$ cat config.mk
export PLATFORM = sky130hd
export DESIGN_NAME = greedy_longest_queue_link_scheduler_core
export DESIGN_NICKNAME = d
export VERILOG_FILES = /design/src/rtl/glqs_pkg.sv /design/src/rtl/glqs_ram.sv /design/src/rtl/glqs_alu.sv /design/src/rtl/greedy_longest_queue_link_scheduler_core.sv
export SDC_FILE = /design/constraint.sdc
export NUM_CORES = 2
export LEC_CHECK = 0
export BUFFER_PORTS_ARGS = -buffer_cell sky130_fd_sc_hd__buf_2
export CELL_PAD_IN_SITES_DETAIL_PLACEMENT = 0
export CELL_PAD_IN_SITES_GLOBAL_PLACEMENT = 1
export CORE_ASPECT_RATIO = 0.75
export CORE_UTILIZATION = 36
export DETAILED_ROUTE_END_ITERATION = 7
export PLACE_DENSITY = 0.65
export SKIP_CTS_REPAIR_TIMING = 1
export SLEW_MARGIN = 15
export SYNTH_ARGS = -nofsm -noshare
export SYNTH_HDL_FRONTEND = slang
export SYNTH_SLANG_ARGS = --single-unit
$ cat constraint.sdc
create_clock -name clk -period 8.1 [get_ports clk]
set_clock_uncertainty 0.05 [all_clocks]
set_input_delay 0.81 -clock clk [delete_from_list [all_inputs] [get_ports clk]]
set_output_delay 0.81 -clock clk [all_outputs]
set_load 0.01 [all_outputs]
$ cat src/rtl/glqs_pkg.sv
package glqs_pkg;

  // Fixed field widths of the block's ports
  localparam int IDX_W   = 6;
  localparam int NODE_W  = 5;
  localparam int ARR_W   = 64;
  localparam int CNT_W   = 7;
  localparam int TOTAL_W = 22;
  localparam int CFG_W   = 7;

  localparam logic [TOTAL_W-1:0] TOTAL_MAX = '1;

  // Operation codes of an input transaction
  localparam logic OP_LOAD = 1'b0;
  localparam logic OP_SLOT = 1'b1;

  // Modes of the shared per-link unit
  typedef enum logic {
    ALU_SCAN,
    ALU_SERVE
  } alu_mode_t;

  // Endpoint pair of one link
  typedef struct packed {
    logic [NODE_W-1:0] a;
    logic [NODE_W-1:0] b;
  } ends_t;

  // Per-link control into the shared unit
  typedef struct packed {
    alu_mode_t mode;
    logic      first;
    logic      arr_bit;
    logic      cand_bit;
    logic      have_b;
    logic      is_b;
    logic      sched_bit;
    logic      nb_found;
  } alu_ctl_t;

  // Per-link decisions out of the shared unit
  typedef struct packed {
    logic q_we;
    logic drop;
    logic keep;
    logic better;
    logic served;
  } alu_flags_t;

endpackage

$ cat src/rtl/glqs_ram.sv
module glqs_ram #(
  parameter int DEPTH = 64,
  parameter int WIDTH = 16,
  parameter int AW    = 6
) (
  input  logic             clk,
  input  logic             we,
  input  logic [AW-1:0]    waddr,
  input  logic [WIDTH-1:0] wdata,
  input  logic [AW-1:0]    raddr,
  output logic [WIDTH-1:0] rdata
);

  logic [WIDTH-1:0] mem [DEPTH];
  logic [WIDTH-1:0] rdata_r;

  // Write one entry, read one entry with registered data
  always_ff @(posedge clk) begin
    if (we) begin
      mem[waddr] <= wdata;
    end
    rdata_r <= mem[raddr];
  end

  assign rdata = rdata_r;

endmodule

$ cat src/rtl/glqs_alu.sv
module glqs_alu
  import glqs_pkg::*;
#(
  parameter int QUEUE_BITS = 16
) (
  input  alu_ctl_t              ctl,
  input  logic [QUEUE_BITS-1:0] q,
  input  ends_t                 ends,
  input  ends_t                 b_ends,
  input  logic [QUEUE_BITS-1:0] nb_q,
  input  logic [TOTAL_W-1:0]    sum_in,
  output alu_flags_t            flags,
  output logic [QUEUE_BITS-1:0] q_new,
  output logic [TOTAL_W-1:0]    sum_out
);

  localparam int SW = ((QUEUE_BITS > TOTAL_W) ? QUEUE_BITS : TOTAL_W) + 1;

  logic          q_full;
  logic          share;
  logic          inc;
  logic          dec;
  logic          elim;
  logic [SW-1:0] wide;

  assign q_full = &q;
  assign share  = (ends.a == b_ends.a) || (ends.a == b_ends.b) ||
                  (ends.b == b_ends.a) || (ends.b == b_ends.b);

  // Update one link's count and judge it as a candidate or a server
  always_comb begin
    flags   = '0;
    q_new   = q;
    sum_out = sum_in;
    inc     = 1'b0;
    dec     = 1'b0;
    elim    = 1'b0;
    wide    = '0;
    case (ctl.mode)
      ALU_SCAN: begin
        inc          = ctl.first & ctl.arr_bit;
        q_new        = (inc && !q_full) ? q + QUEUE_BITS'(1) : q;
        flags.q_we   = inc & ~q_full;
        flags.drop   = inc & q_full;
        elim         = ctl.have_b & (ctl.is_b | share);
        flags.keep   = (ctl.first | ctl.cand_bit) & ~elim;
        flags.better = flags.keep & (~ctl.nb_found | (q_new > nb_q));
      end
      ALU_SERVE: begin
        dec          = ctl.sched_bit & (q != '0);
        q_new        = dec ? q - QUEUE_BITS'(1) : q;
        flags.q_we   = dec;
        flags.served = dec;
        wide         = SW'(sum_in) + SW'(q_new);
        sum_out      = (wide > SW'(TOTAL_MAX)) ? TOTAL_MAX : wide[TOTAL_W-1:0];
      end
      default: begin
        flags = '0;
      end
    endcase
  end

endmodule

$ cat src/rtl/greedy_longest_queue_link_scheduler_core.sv
// Greedy longest-queue-first link scheduler under node-exclusive interference.
// Input: a transaction is taken when start is high and busy is low. op = load
//   writes the endpoints of one link; op = slot adds the arrival mask to the
//   link counts and builds one schedule. Busy stays high until the result.
// Result: out_valid strobes for one cycle with schedule, served count,
//   queue total and drops; the receiver cannot hold it off.
// Config: cfg_num_links is written when cfg_valid is high (cfg_ready is
//   always high); write it only while busy is low.
// Passes, with k links scheduled: every pass walks the links in use through
//   one shared compare/add unit at one link a cycle, reading the count
//   memory. A slot takes k+1 scan passes and one service pass; a load takes
//   one summing pass. The result strobes in the first cycle with busy low,
//   and a new transaction may start in that cycle.
// Reset: counts read as zero via per-link valid bits, num_links is zero and
//   endpoints are undefined until loaded. No clearing pass is needed.
module greedy_longest_queue_link_scheduler_core
  import glqs_pkg::*;
#(
  parameter int MAX_LINKS  = 64,
  parameter int QUEUE_BITS = 16
) (
  input  logic                  clk,
  input  logic                  rst_n,
  input  logic                  start,
  output logic                  busy,
  input  logic                  in_op,
  input  logic [IDX_W-1:0]      in_link_index,
  input  logic [NODE_W-1:0]     in_node_a,
  input  logic [NODE_W-1:0]     in_node_b,
  input  logic [ARR_W-1:0]      in_arrivals,
  output logic                  out_valid,
  output logic [ARR_W-1:0]      out_schedule,
  output logic [CNT_W-1:0]      out_served_count,
  output logic [TOTAL_W-1:0]    out_total_queued,
  output logic [CNT_W-1:0]      out_dropped,
  input  logic                  cfg_valid,
  output logic                  cfg_ready,
  input  logic [CFG_W-1:0]      cfg_num_links
);

  localparam int LW = (MAX_LINKS > 1) ? $clog2(MAX_LINKS) : 1;
  localparam int CW = $clog2(MAX_LINKS + 1);

  typedef enum logic [1:0] {
    ST_IDLE,
    ST_SCAN,
    ST_SERVE
  } state_t;

  state_t                state_r, state_nxt;
  logic [CFG_W-1:0]      num_links_r, num_links_nxt;
  logic [CW-1:0]         rd_i_r, rd_i_nxt;
  logic                  p_vld_r, p_vld_nxt;
  logic [LW-1:0]         p_idx_r, p_idx_nxt;
  logic                  p_qv_r, p_qv_nxt;
  logic [MAX_LINKS-1:0]  qv_r, qv_nxt;
  logic                  first_r, first_nxt;
  logic [MAX_LINKS-1:0]  cand_r, cand_nxt;
  logic [MAX_LINKS-1:0]  sched_r, sched_nxt;
  logic [MAX_LINKS-1:0]  arr_r, arr_nxt;
  logic                  have_b_r, have_b_nxt;
  logic [LW-1:0]         b_idx_r, b_idx_nxt;
  ends_t                 b_ends_r, b_ends_nxt;
  logic                  nb_found_r, nb_found_nxt;
  logic [LW-1:0]         nb_idx_r, nb_idx_nxt;
  logic [QUEUE_BITS-1:0] nb_q_r, nb_q_nxt;
  ends_t                 nb_ends_r, nb_ends_nxt;
  logic [CNT_W-1:0]      served_r, served_nxt;
  logic [CNT_W-1:0]      drop_r, drop_nxt;
  logic [TOTAL_W-1:0]    sum_r, sum_nxt;
  logic                  out_valid_r, out_valid_nxt;
  logic [ARR_W-1:0]      out_schedule_r, out_schedule_nxt;
  logic [CNT_W-1:0]      out_served_count_r, out_served_count_nxt;
  logic [TOTAL_W-1:0]    out_total_queued_r, out_total_queued_nxt;
  logic [CNT_W-1:0]      out_dropped_r, out_dropped_nxt;

  logic                  accept;
  logic [CW-1:0]         n_links;
  logic                  in_pass;
  logic                  issuing;
  logic                  pass_end;
  logic [LW-1:0]         rd_addr;
  logic                  q_we;
  logic [QUEUE_BITS-1:0] q_rdata;
  logic [QUEUE_BITS-1:0] q_cur;
  logic                  ep_we;
  ends_t                 ep_wdata;
  ends_t                 ep_rdata;
  alu_ctl_t              alu_ctl;
  alu_flags_t            alu_flags;
  logic [QUEUE_BITS-1:0] alu_q_new;
  logic [TOTAL_W-1:0]    alu_sum;

  assign busy      = (state_r != ST_IDLE);
  assign accept    = start & ~busy;
  assign cfg_ready = 1'b1;

  assign out_valid        = out_valid_r;
  assign out_schedule     = out_schedule_r;
  assign out_served_count = out_served_count_r;
  assign out_total_queued = out_total_queued_r;
  assign out_dropped      = out_dropped_r;

  // Clamp the link count to the storage depth
  assign n_links = (num_links_r > CFG_W'(MAX_LINKS)) ? CW'(MAX_LINKS)
                                                      : num_links_r[CW-1:0];

  // Walk the links: issue a read, process the returned data in the next cycle
  assign in_pass  = (state_r == ST_SCAN) || (state_r == ST_SERVE);
  assign issuing  = in_pass && (rd_i_r < n_links);
  assign pass_end = in_pass && !issuing && !p_vld_r;
  assign rd_addr  = rd_i_r[LW-1:0];

  // Count store, reads as zero until written
  glqs_ram #(
    .DEPTH (MAX_LINKS),
    .WIDTH (QUEUE_BITS),
    .AW    (LW)
  ) u_q_ram (
    .clk   (clk),
    .we    (q_we),
    .waddr (p_idx_r),
    .wdata (alu_q_new),
    .raddr (rd_addr),
    .rdata (q_rdata)
  );

  assign q_cur = p_qv_r ? q_rdata : '0;
  assign q_we  = p_vld_r & alu_flags.q_we;

  // Endpoint store, written by load transactions
  assign ep_we      = accept && (in_op == OP_LOAD) &&
                      ((CFG_W'(in_link_index)) < CFG_W'(MAX_LINKS));
  assign ep_wdata.a = in_node_a;
  assign ep_wdata.b = in_node_b;

  glqs_ram #(
    .DEPTH (MAX_LINKS),
    .WIDTH (2 * NODE_W),
    .AW    (LW)
  ) u_ep_ram (
    .clk   (clk),
    .we    (ep_we),
    .waddr (in_link_index[LW-1:0]),
    .wdata (ep_wdata),
    .raddr (rd_addr),
    .rdata (ep_rdata)
  );

  // Shared per-link unit
  always_comb begin
    alu_ctl.mode      = (state_r == ST_SERVE) ? ALU_SERVE : ALU_SCAN;
    alu_ctl.first     = first_r;
    alu_ctl.arr_bit   = arr_r[p_idx_r];
    alu_ctl.cand_bit  = cand_r[p_idx_r];
    alu_ctl.have_b    = have_b_r;
    alu_ctl.is_b      = (p_idx_r == b_idx_r);
    alu_ctl.sched_bit = sched_r[p_idx_r];
    alu_ctl.nb_found  = nb_found_r;
  end

  glqs_alu #(
    .QUEUE_BITS (QUEUE_BITS)
  ) u_alu (
    .ctl     (alu_ctl),
    .q       (q_cur),
    .ends    (ep_rdata),
    .b_ends  (b_ends_r),
    .nb_q    (nb_q_r),
    .sum_in  (sum_r),
    .flags   (alu_flags),
    .q_new   (alu_q_new),
    .sum_out (alu_sum)
  );

  // Sequencer: accept, scan rounds, service pass, result
  always_comb begin
    state_nxt            = state_r;
    num_links_nxt        = cfg_valid ? cfg_num_links : num_links_r;
    rd_i_nxt             = issuing ? rd_i_r + CW'(1) : rd_i_r;
    p_vld_nxt            = issuing;
    p_idx_nxt            = rd_addr;
    p_qv_nxt             = qv_r[rd_addr];
    qv_nxt               = qv_r;
    first_nxt            = first_r;
    cand_nxt             = cand_r;
    sched_nxt            = sched_r;
    arr_nxt              = arr_r;
    have_b_nxt           = have_b_r;
    b_idx_nxt            = b_idx_r;
    b_ends_nxt           = b_ends_r;
    nb_found_nxt         = nb_found_r;
    nb_idx_nxt           = nb_idx_r;
    nb_q_nxt             = nb_q_r;
    nb_ends_nxt          = nb_ends_r;
    served_nxt           = served_r;
    drop_nxt             = drop_r;
    sum_nxt              = sum_r;
    out_valid_nxt        = 1'b0;
    out_schedule_nxt     = out_schedule_r;
    out_served_count_nxt = out_served_count_r;
    out_total_queued_nxt = out_total_queued_r;
    out_dropped_nxt      = out_dropped_r;

    // Mark written counts as valid
    if (q_we) begin
      qv_nxt[p_idx_r] = 1'b1;
    end

    // Take a new transaction
    if (accept) begin
      rd_i_nxt   = '0;
      sched_nxt  = '0;
      served_nxt = '0;
      drop_nxt   = '0;
      sum_nxt    = '0;
      case (in_op)
        OP_LOAD: begin
          state_nxt = ST_SERVE;
        end
        OP_SLOT: begin
          state_nxt    = ST_SCAN;
          first_nxt    = 1'b1;
          cand_nxt     = '0;
          have_b_nxt   = 1'b0;
          nb_found_nxt = 1'b0;
          arr_nxt      = in_arrivals[MAX_LINKS-1:0];
        end
        default: begin
          state_nxt = ST_IDLE;
        end
      endcase
    end

    // Process the link whose data has returned
    if (p_vld_r) begin
      case (state_r)
        ST_SCAN: begin
          if (alu_flags.drop) begin
            drop_nxt = drop_r + CNT_W'(1);
          end
          cand_nxt[p_idx_r] = alu_flags.keep;
          if (alu_flags.better) begin
            nb_found_nxt = 1'b1;
            nb_idx_nxt   = p_idx_r;
            nb_q_nxt     = alu_q_new;
            nb_ends_nxt  = ep_rdata;
          end
        end
        ST_SERVE: begin
          if (alu_flags.served) begin
            served_nxt = served_r + CNT_W'(1);
          end
          sum_nxt = alu_sum;
        end
        default: begin
          sum_nxt = sum_r;
        end
      endcase
    end

    // Close a pass: schedule the round winner or move on
    if (pass_end) begin
      rd_i_nxt = '0;
      case (state_r)
        ST_SCAN: begin
          if (nb_found_r) begin
            sched_nxt[nb_idx_r] = 1'b1;
            have_b_nxt          = 1'b1;
            b_idx_nxt           = nb_idx_r;
            b_ends_nxt          = nb_ends_r;
            nb_found_nxt        = 1'b0;
            first_nxt           = 1'b0;
          end else begin
            state_nxt = ST_SERVE;
            sum_nxt   = '0;
          end
        end
        ST_SERVE: begin
          state_nxt            = ST_IDLE;
          out_valid_nxt        = 1'b1;
          out_schedule_nxt     = ARR_W'(sched_r);
          out_served_count_nxt = served_r;
          out_total_queued_nxt = sum_r;
          out_dropped_nxt      = drop_r;
        end
        default: begin
          state_nxt = ST_IDLE;
        end
      endcase
    end
  end

  // Hold state and registered outputs
  always_ff @(posedge clk) begin
    if (!rst_n) begin
      state_r     <= ST_IDLE;
      num_links_r <= '0;
      p_vld_r     <= 1'b0;
      qv_r        <= '0;
      out_valid_r <= 1'b0;
    end else begin
      state_r     <= state_nxt;
      num_links_r <= num_links_nxt;
      p_vld_r     <= p_vld_nxt;
      qv_r        <= qv_nxt;
      out_valid_r <= out_valid_nxt;
    end
    rd_i_r             <= rd_i_nxt;
    p_idx_r            <= p_idx_nxt;
    p_qv_r             <= p_qv_nxt;
    first_r            <= first_nxt;
    cand_r             <= cand_nxt;
    sched_r            <= sched_nxt;
    arr_r              <= arr_nxt;
    have_b_r           <= have_b_nxt;
    b_idx_r            <= b_idx_nxt;
    b_ends_r           <= b_ends_nxt;
    nb_found_r         <= nb_found_nxt;
    nb_idx_r           <= nb_idx_nxt;
    nb_q_r             <= nb_q_nxt;
    nb_ends_r          <= nb_ends_nxt;
    served_r           <= served_nxt;
    drop_r             <= drop_nxt;
    sum_r              <= sum_nxt;
    out_schedule_r     <= out_schedule_nxt;
    out_served_count_r <= out_served_count_nxt;
    out_total_queued_r <= out_total_queued_nxt;
    out_dropped_r      <= out_dropped_nxt;
  end

`ifndef SYNTHESIS
  a_out_single: assert property (@(posedge clk) disable iff (!rst_n)
    out_valid_r |=> !out_valid_r)
    else $error("result strobe held for two cycles");

  a_served_le_sched: assert property (@(posedge clk) disable iff (!rst_n)
    out_valid_r |-> (out_served_count_r <= CNT_W'($countones(out_schedule_r))))
    else $error("more links served than scheduled");

  a_qwe_in_pass: assert property (@(posedge clk) disable iff (!rst_n)
    q_we |-> ((state_r == ST_SCAN) || (state_r == ST_SERVE)))
    else $error("count store written outside a pass");

  a_idle_no_pipe: assert property (@(posedge clk) disable iff (!rst_n)
    (state_r == ST_IDLE) |-> !p_vld_r)
    else $error("link read still in flight while idle");
`endif

endmodule

; Yosys cells after proc, flatten, opt, wreduce, memory -nomap -nowiden
; Memory sizes are Yosys's and may differ from the RTL's. A register that Yosys moved wholly into a read port is not among the register bits.
; Cells that the tools add are included.
; W data, S select, Z words.
[totals]
register_bits = 468
latchBits = 0
ram_bits = 1664
mem_bits_ro = 0
in_bits = 92
mem_count = 2
[memory_table]
columns = name, words, width, rd, rd_ports_with_merged_regs, write_ports, line_no
row1 = u_q_ram.mem, 64, 16, 1, 1, 1, glqs_ram.sv:14  ; logic [WIDTH-1:0] mem [DEPTH];
row2 = u_ep_ram.mem, 64, 10, 1, 1, 1, glqs_ram.sv:14
[classes]
add_sub_neg = 6
mul = 0
div_mod_pow = 0
n_lt_le_gt_ge = 9
eq_ne = 7
n_shift = 0
muxes = 73
bitwise = 20
reduce_logical = 23
[ops]
columns = op, n
row1 = $mux W64, 8
row2 = $mux W22, 7
row3 = $or A64 B64 Y64, 2
row4 = $bwmux W64, 1
row5 = $mux W7, 9
row6 = $mux W16, 3
row7 = $pmux W22 S2, 1
row8 = $pmux W16 S2, 1
row9 = $mux W1, 30
row10 = $bmux W1 S6, 4
row11 = $add A22 B16 Y23, 1
row12 = $gt A23 B22 Y1 const B, 1
row13 = $add A7 B1 Y7 const B, 3
row14 = $lt A6 B7 Y1 const B, 3
row15 = $eq A5 B5 Y1, 4
row16 = $add A16 B1 Y16 const B, 1
row17 = $gt A16 B16 Y1, 1
row18 = $reduce_and A16 Y1, 1
row19 = $reduce_bool A16 Y1, 1
row20 = $sub A16 B1 Y16 const B, 1
row21 = $demux W1 S6, 2
row22 = $ge A6 B1 Y1 const B, 2
row23 = $and A1 B1 Y1, 9
row24 = $mux W2, 4
row25 = 17 further kinds, 38

; Depth between registers and ports, before layout
[logic_depth]
ltp_word = 16
mapped_depth = 25
ltp_nobuf = 19

; By module
; Synthesis repeated with hierarchy kept, for this count alone.
[unflattened]
cells_unflattened = 4966
hier_area_um2 = 86501.7
[by_module_without_submodules]
columns = module, n_inst, cells_each, area_per_inst_um2, seq_area_each_um2
row1 = glqs_ram (u_q_ram), 1, 1829, 40042.2, 31069.8
row2 = glqs_ram (u_ep_ram), 1, 1118, 25101.6, 19418.6
row3 = greedy_longest_queue_link_scheduler_core, 1, 1573, 18427.7, 11491.0
row4 = glqs_alu, 1, 446, 2930.3, 0.0

; Worst setup path before layout
; OpenSTA, ideal clock, no wires.
[synth_timing]
path_kind = register -> register
start = register num_links_r[6]
end = register out_dropped_r[0] (netlist: out_dropped[0]), enable pin
setup_time_ns = 0.681
t_arrival_ns = 8.101
required_ns = 7.369
path_slack_ns = -0.732
stages_incl_launch_ff = 9
n_path_buf = 0
synth_period_minus_slack_ns = 8.832
cell_sequence = dfxtp_1 inv_1 nand2_1 ha_1 o21a_1 o21a_1 o22a_1 o31ai_1 nor3_1
[synth_via]
elab_chain_len = 8
[synth_rtl]
columns = item, line_no
row1 = from (decl), greedy_longest_queue_link_scheduler_core.sv:51  ; logic [CFG_W-1:0] num_links_r, num_links_nxt;
row2 = from (signal assigned), greedy_longest_queue_link_scheduler_core.sv:304  ; num_links_r <= num_links_nxt;
row3 = $gt A7 B7 Y1, greedy_longest_queue_link_scheduler_core.sv:105  ; assign n_links = (num_links_r > CFG_W'(MAX_LINKS)) ? CW'(MAX_LINKS)
row4 = $mux W7 *, greedy_longest_queue_link_scheduler_core.sv:105
row5 = $lt A7 B7 Y1 *, greedy_longest_queue_link_scheduler_core.sv:110  ; assign issuing = in_pass && (rd_i_r < n_links);
row6 = $logic_and A1 B1 Y1 *, greedy_longest_queue_link_scheduler_core.sv:110
row7 = $logic_not A1 Y1 *, greedy_longest_queue_link_scheduler_core.sv:111  ; assign pass_end = in_pass && !issuing && !p_vld_r;
row8 = $logic_and A1 B1 Y1 * (2 in a row), greedy_longest_queue_link_scheduler_core.sv:111
row9 = $reduce_and A2 Y1 (no source line) *, --
row10 = to (signal assigned), greedy_longest_queue_link_scheduler_core.sv:329  ; out_dropped_r <= out_dropped_nxt;
row11 = to (decl), greedy_longest_queue_link_scheduler_core.sv:75  ; logic [CNT_W-1:0] out_dropped_r, out_dropped_nxt;
; Every way passes the cells marked *; elsewhere a longest branch is shown, timed or not.
; A chain may end at the register's enable or synchronous reset.

; Worst setup path after layout
[layout_timing]
start = register p_idx_r[2]
end = register sum_r[20]
[layout_via]
elab_chain_len = 13
[layout_rtl]
columns = item, line_no
row1 = from (decl), greedy_longest_queue_link_scheduler_core.sv:54  ; logic [LW-1:0] p_idx_r, p_idx_nxt;
row2 = from (signal assigned), greedy_longest_queue_link_scheduler_core.sv:310  ; p_idx_r <= p_idx_nxt;
row3 = $bmux W1 S6 *, greedy_longest_queue_link_scheduler_core.sv:158  ; alu_ctl.sched_bit = sched_r[p_idx_r];
row4 = $mux W1 (not written as such) *, greedy_longest_queue_link_scheduler_core.sv:158
row5 = $and A1 B1 Y1 *, glqs_alu.sv:50  ; dec = ctl.sched_bit & (q != '0);
row6 = $mux W16 *, glqs_alu.sv:51  ; q_new = dec ? q - QUEUE_BITS'(1) : q;
row7 = $add A22 B16 Y23 *, glqs_alu.sv:54  ; wide = SW'(sum_in) + SW'(q_new);
row8 = $gt A23 B22 Y1, glqs_alu.sv:55  ; sum_out = (wide > SW'(TOTAL_MAX)) ? TOTAL_MAX : wide[TOTAL_W-1:0];
row9 = $mux W22 *, glqs_alu.sv:55
row10 = $mux W22 *, glqs_alu.sv:39  ; case (ctl.mode)
row11 = $pmux W22 S2 *, greedy_longest_queue_link_scheduler_core.sv:237  ; case (state_r)
row12 = $mux W22 *, greedy_longest_queue_link_scheduler_core.sv:236  ; if (p_vld_r) begin
row13 = $mux W22, greedy_longest_queue_link_scheduler_core.sv:267  ; if (nb_found_r) begin
row14 = $mux W22, greedy_longest_queue_link_scheduler_core.sv:265  ; case (state_r)
row15 = $mux W22 *, greedy_longest_queue_link_scheduler_core.sv:263  ; if (pass_end) begin
row16 = via sum_nxt[20], greedy_longest_queue_link_scheduler_core.sv:70  ; logic [TOTAL_W-1:0] sum_r, sum_nxt;
row17 = to (signal assigned), greedy_longest_queue_link_scheduler_core.sv:325  ; sum_r <= sum_nxt;
row18 = to (decl), greedy_longest_queue_link_scheduler_core.sv:70
; Mark *: on every way through the listed nets, which the timed path passes. The rest lies on a longest branch. The select of a mux whose other input is x is not followed.

==> flow_summary.toml <==
[placed_design]
pre_cts_ws_ps = 1700
io_buffers = 193
dpl.hpwl_um = 134000
gp_congestion = 0.851

[sta]
period_minus_slack_ps = 6560
rsz0062_at_grt = "no"
finalHoldViolations = 0
relSlewSlack_pct = 14.3
fin_crit_sh_pct = 80.9
worstMarginPinSlew_ps = 1280
clock.fmax_ghz = 0.153
drv_slew = 0
tns_ps = 0
final-setup-viol-count = 0
finalWorstSetupSlack_ps = 1540

[clocking]
clock-root-buffer = "clkbuf_16"
clock_latency_ps = 850
clk_pin_slew_ps = 70
cts_sinks = 2158
cts_buffers = 207
clk_path_buf_depth = 3
cts_tree = "built"
cts_max_level = 4

[floorplan]
initial_core_util_pct = 36.2
ioPinCount = 195
rows = 154
die_area_mm2 = 0.238
die_h_um = 423
core_area_mm2 = 0.235
die_width_um = 563

[grt]
gr-usage-all-layers_pct = 18.2
grt_pass1_vias = 43000
grt_pass1_wl_um = 315000
grt_max_degree = 138
antenna_found_initial = 29
grt-ovfl-total = 0

[power_and_ir_drop]
p_seq_share_pct = 46.7
clkPwrFrac_pct = 36.5
cellPowerDensity_mw_per_mm2 = 278
p_int_uw = 19900
p_switching_uw = 7080
vdd_drop_max_mv = 0.244
comb_power_share_pct = 16.8
power.leakage_uw = 0.0294
swShare_pct = 26.2

[detailed_routing]
drt-initial-drc-count = 4755
drc_errors = 0
drtPass1Iterations = 7
vias_per_cell = 5.50
postRouteAntennaNets = 0
wl_per_cell_um = 27.3
num_vias = 43800
wl_um = 217000

[logic_synthesis]
synthFlopType = "edfxtp_1"
synthesis.nets = 4536
postSynth.asyncResetShare_pct = 0
synth.distinct_cells = 89
synthTopCellsByArea = "edfxtp_1 66%, mux4_2 15%, dfxtp_1 6.6%"
yosysTopAreaCellShare_pct = 66.2
synth.avg_cell_area_um2 = 19.4
synth_edf_count = 1876
synth_seq_cells = 2158
netlist_area_mm2 = 0.0850
synth_top_area_cell = "edfxtp_1"
yosysWarningCount = 0
yosysSeqAreaShare_pct = 72.9
synthCells = 4391

[final_layout]
synthToLayoutAreaGrowth_pct = 14.1
drive_gt1_share_pct = 27.9
nets = 4790

[flow_run]
drv_cap = 0

[status]
status = "complete, no violations"

[min_path]
hp-class = "in -> reg"

[critical_path]
required_ps = 8780
worst_setup_path_start_kind = "flop"
arrival_ps = 7230
path_max_fanout = 45
worstSetupPathType = "reg -> reg"
cp-end-kind = "flop"
rrSetupSlack_ps = 1540
[logic make-up (layout without fill, tap and decap cells)]
kind of cell               after synthesis  in the layout  share of synthesized area (%)
buffers and inverters                  309            745                           1.57
adders and majority gates               53             53                          0.789
xor gates and xnor gates                66             66                          0.689
DFF                                   2158           2158                           72.9
other                                    1             10                        0.00441
and+or+nand+nor                        647            647                           3.67
muxes                                  626            626                           15.9
AOI/OAI and AO/OA                      531            531                           4.49
[metal layers]
layer / global-route usage, % / part of all wire, %
met2: 25.5 / 42
met5: 0 / 0.039
met3: 5.39 / 9.7
met4: 3.68 / 1.7
met1: 27.7 / 46
[cell usage after synthesis, drive strengths merged, types with 7 or more instances]
cell and instances:
nand4 34, a22o 71, mux2i 35, a22oi 30, edfxtp 1876, ha 52, nor3 27, o211ai 72
mux2 12, dfxtp 282, and3 22, nand2 205, inv 40, o31ai 68, nor3b 16, xnor2 31
mux4 579, and2 17, nand3 50, and3b 9, nor2 197, a221oi 11, or3 9, clkbuf 186
nand2b 13, nor4 7, a21o 13, xor2 35, a211oi 8, nor2b 19, a21oi 43, a31oi 18
o21a 14, buf 81, o21ai 125
[placed cells by master (no fill, tap or decap), drive strengths merged, types with 31 or more instances in the layout]
cell type,n
a21oi,43
a22o,71
buf,312
clkbuf,265
clkinv,93
dfxtp,282
edfxtp,1876
ha,52
inv,46
mux2i,35
mux4,579
nand2,205
nand3,50
nand4,34
nor2,197
o211ai,72
o21ai,125
o31ai,68
xnor2,31
xor2,35
[area by class of cell]
cell class	instances	area, um^2
tap	3120	3900
sequential	2158	62000
clock inverter	126	1310
multi-input combinational	1924	22100
fill	20500	138000
antenna	9	22.5
clock buffer	265	5640
inverter	42	158
timing repair buffer	312	1960
[sequential cells by signal (all words and copies together), names as in the netlist, 7 cells and up]
name	cells
drop_r	7
sched_r	64
cand_r	64
sum_r	22
u_ep_ram.mem	640
u_q_ram.mem	1024
u_ep_ram.rdata	10
num_links_r	7
rd_i_r	7
qv_r	64
arr_r	64
u_q_ram.rdata	16
out_dropped	7
nb_ends_r	10
out_schedule	64
served_r	7
out_total_queued	22
b_ends_r	10
nb_q_r	16
out_served_count	7
[power groups by stage]
stage          combinational [uW]  sequential (uW)  clock (uW)
6_report                     4520            12600        9840
5_1_grt                      4810            12600       10400
2_1_floorplan                3140            12700           0
4_1_cts                      4570            12600       10000
3_3_place_gp                 4530            12800           0
3_5_place_dp                 4560            12800           0
[metrics by stage]
stage                     std cells  cell area [um^2]  util (%)  power [uW]  hold WS [ps]
final                          7956             97000      41.3       27000           104
after global routing           7948             97000      41.3       27900          50.8
after CTS                      7947             97000      41.3       27200          34.9
after detailed placement       7556             90100      38.3       17400           355
after global placement         7556             90100      38.3       17400           351
after floorplan                4391             85100         -       15800           304
[critical path: stages, from the launching register on]
cell	delay [ps]
dfxtp_2	990
clkinv_1	580
a221oi_1	350
o221ai_1	170
a211oi_2	460
a31oi_2	430
buf_4	320
xnor2_2	190
ha_1	240
fa_1	240
nand3_1	120
a21oi_1	190
o21ai_0	170
a21boi_0	300
o21ai_0	310
nor2_1	790
nand2_1	280
a31oi_1	220
[path summary, 6_finish.rpt]
check	startpoint	to	depth (start not counted)
min reg2reg	nb_ends_r[7]$_DFFE_PP_	b_ends_r[7]$_DFFE_PP_	0
min	in_arrivals[13]	arr_r[13]$_DFFE_PP_	1
max	p_idx_r[2]$_DFF_P_	sum_r[20]$_DFF_P_	17
max reg2reg	p_idx_r[2]$_DFF_P_	sum_r[20]$_DFF_P_	17
Note: power is estimated with default switching activity, not from simulation.
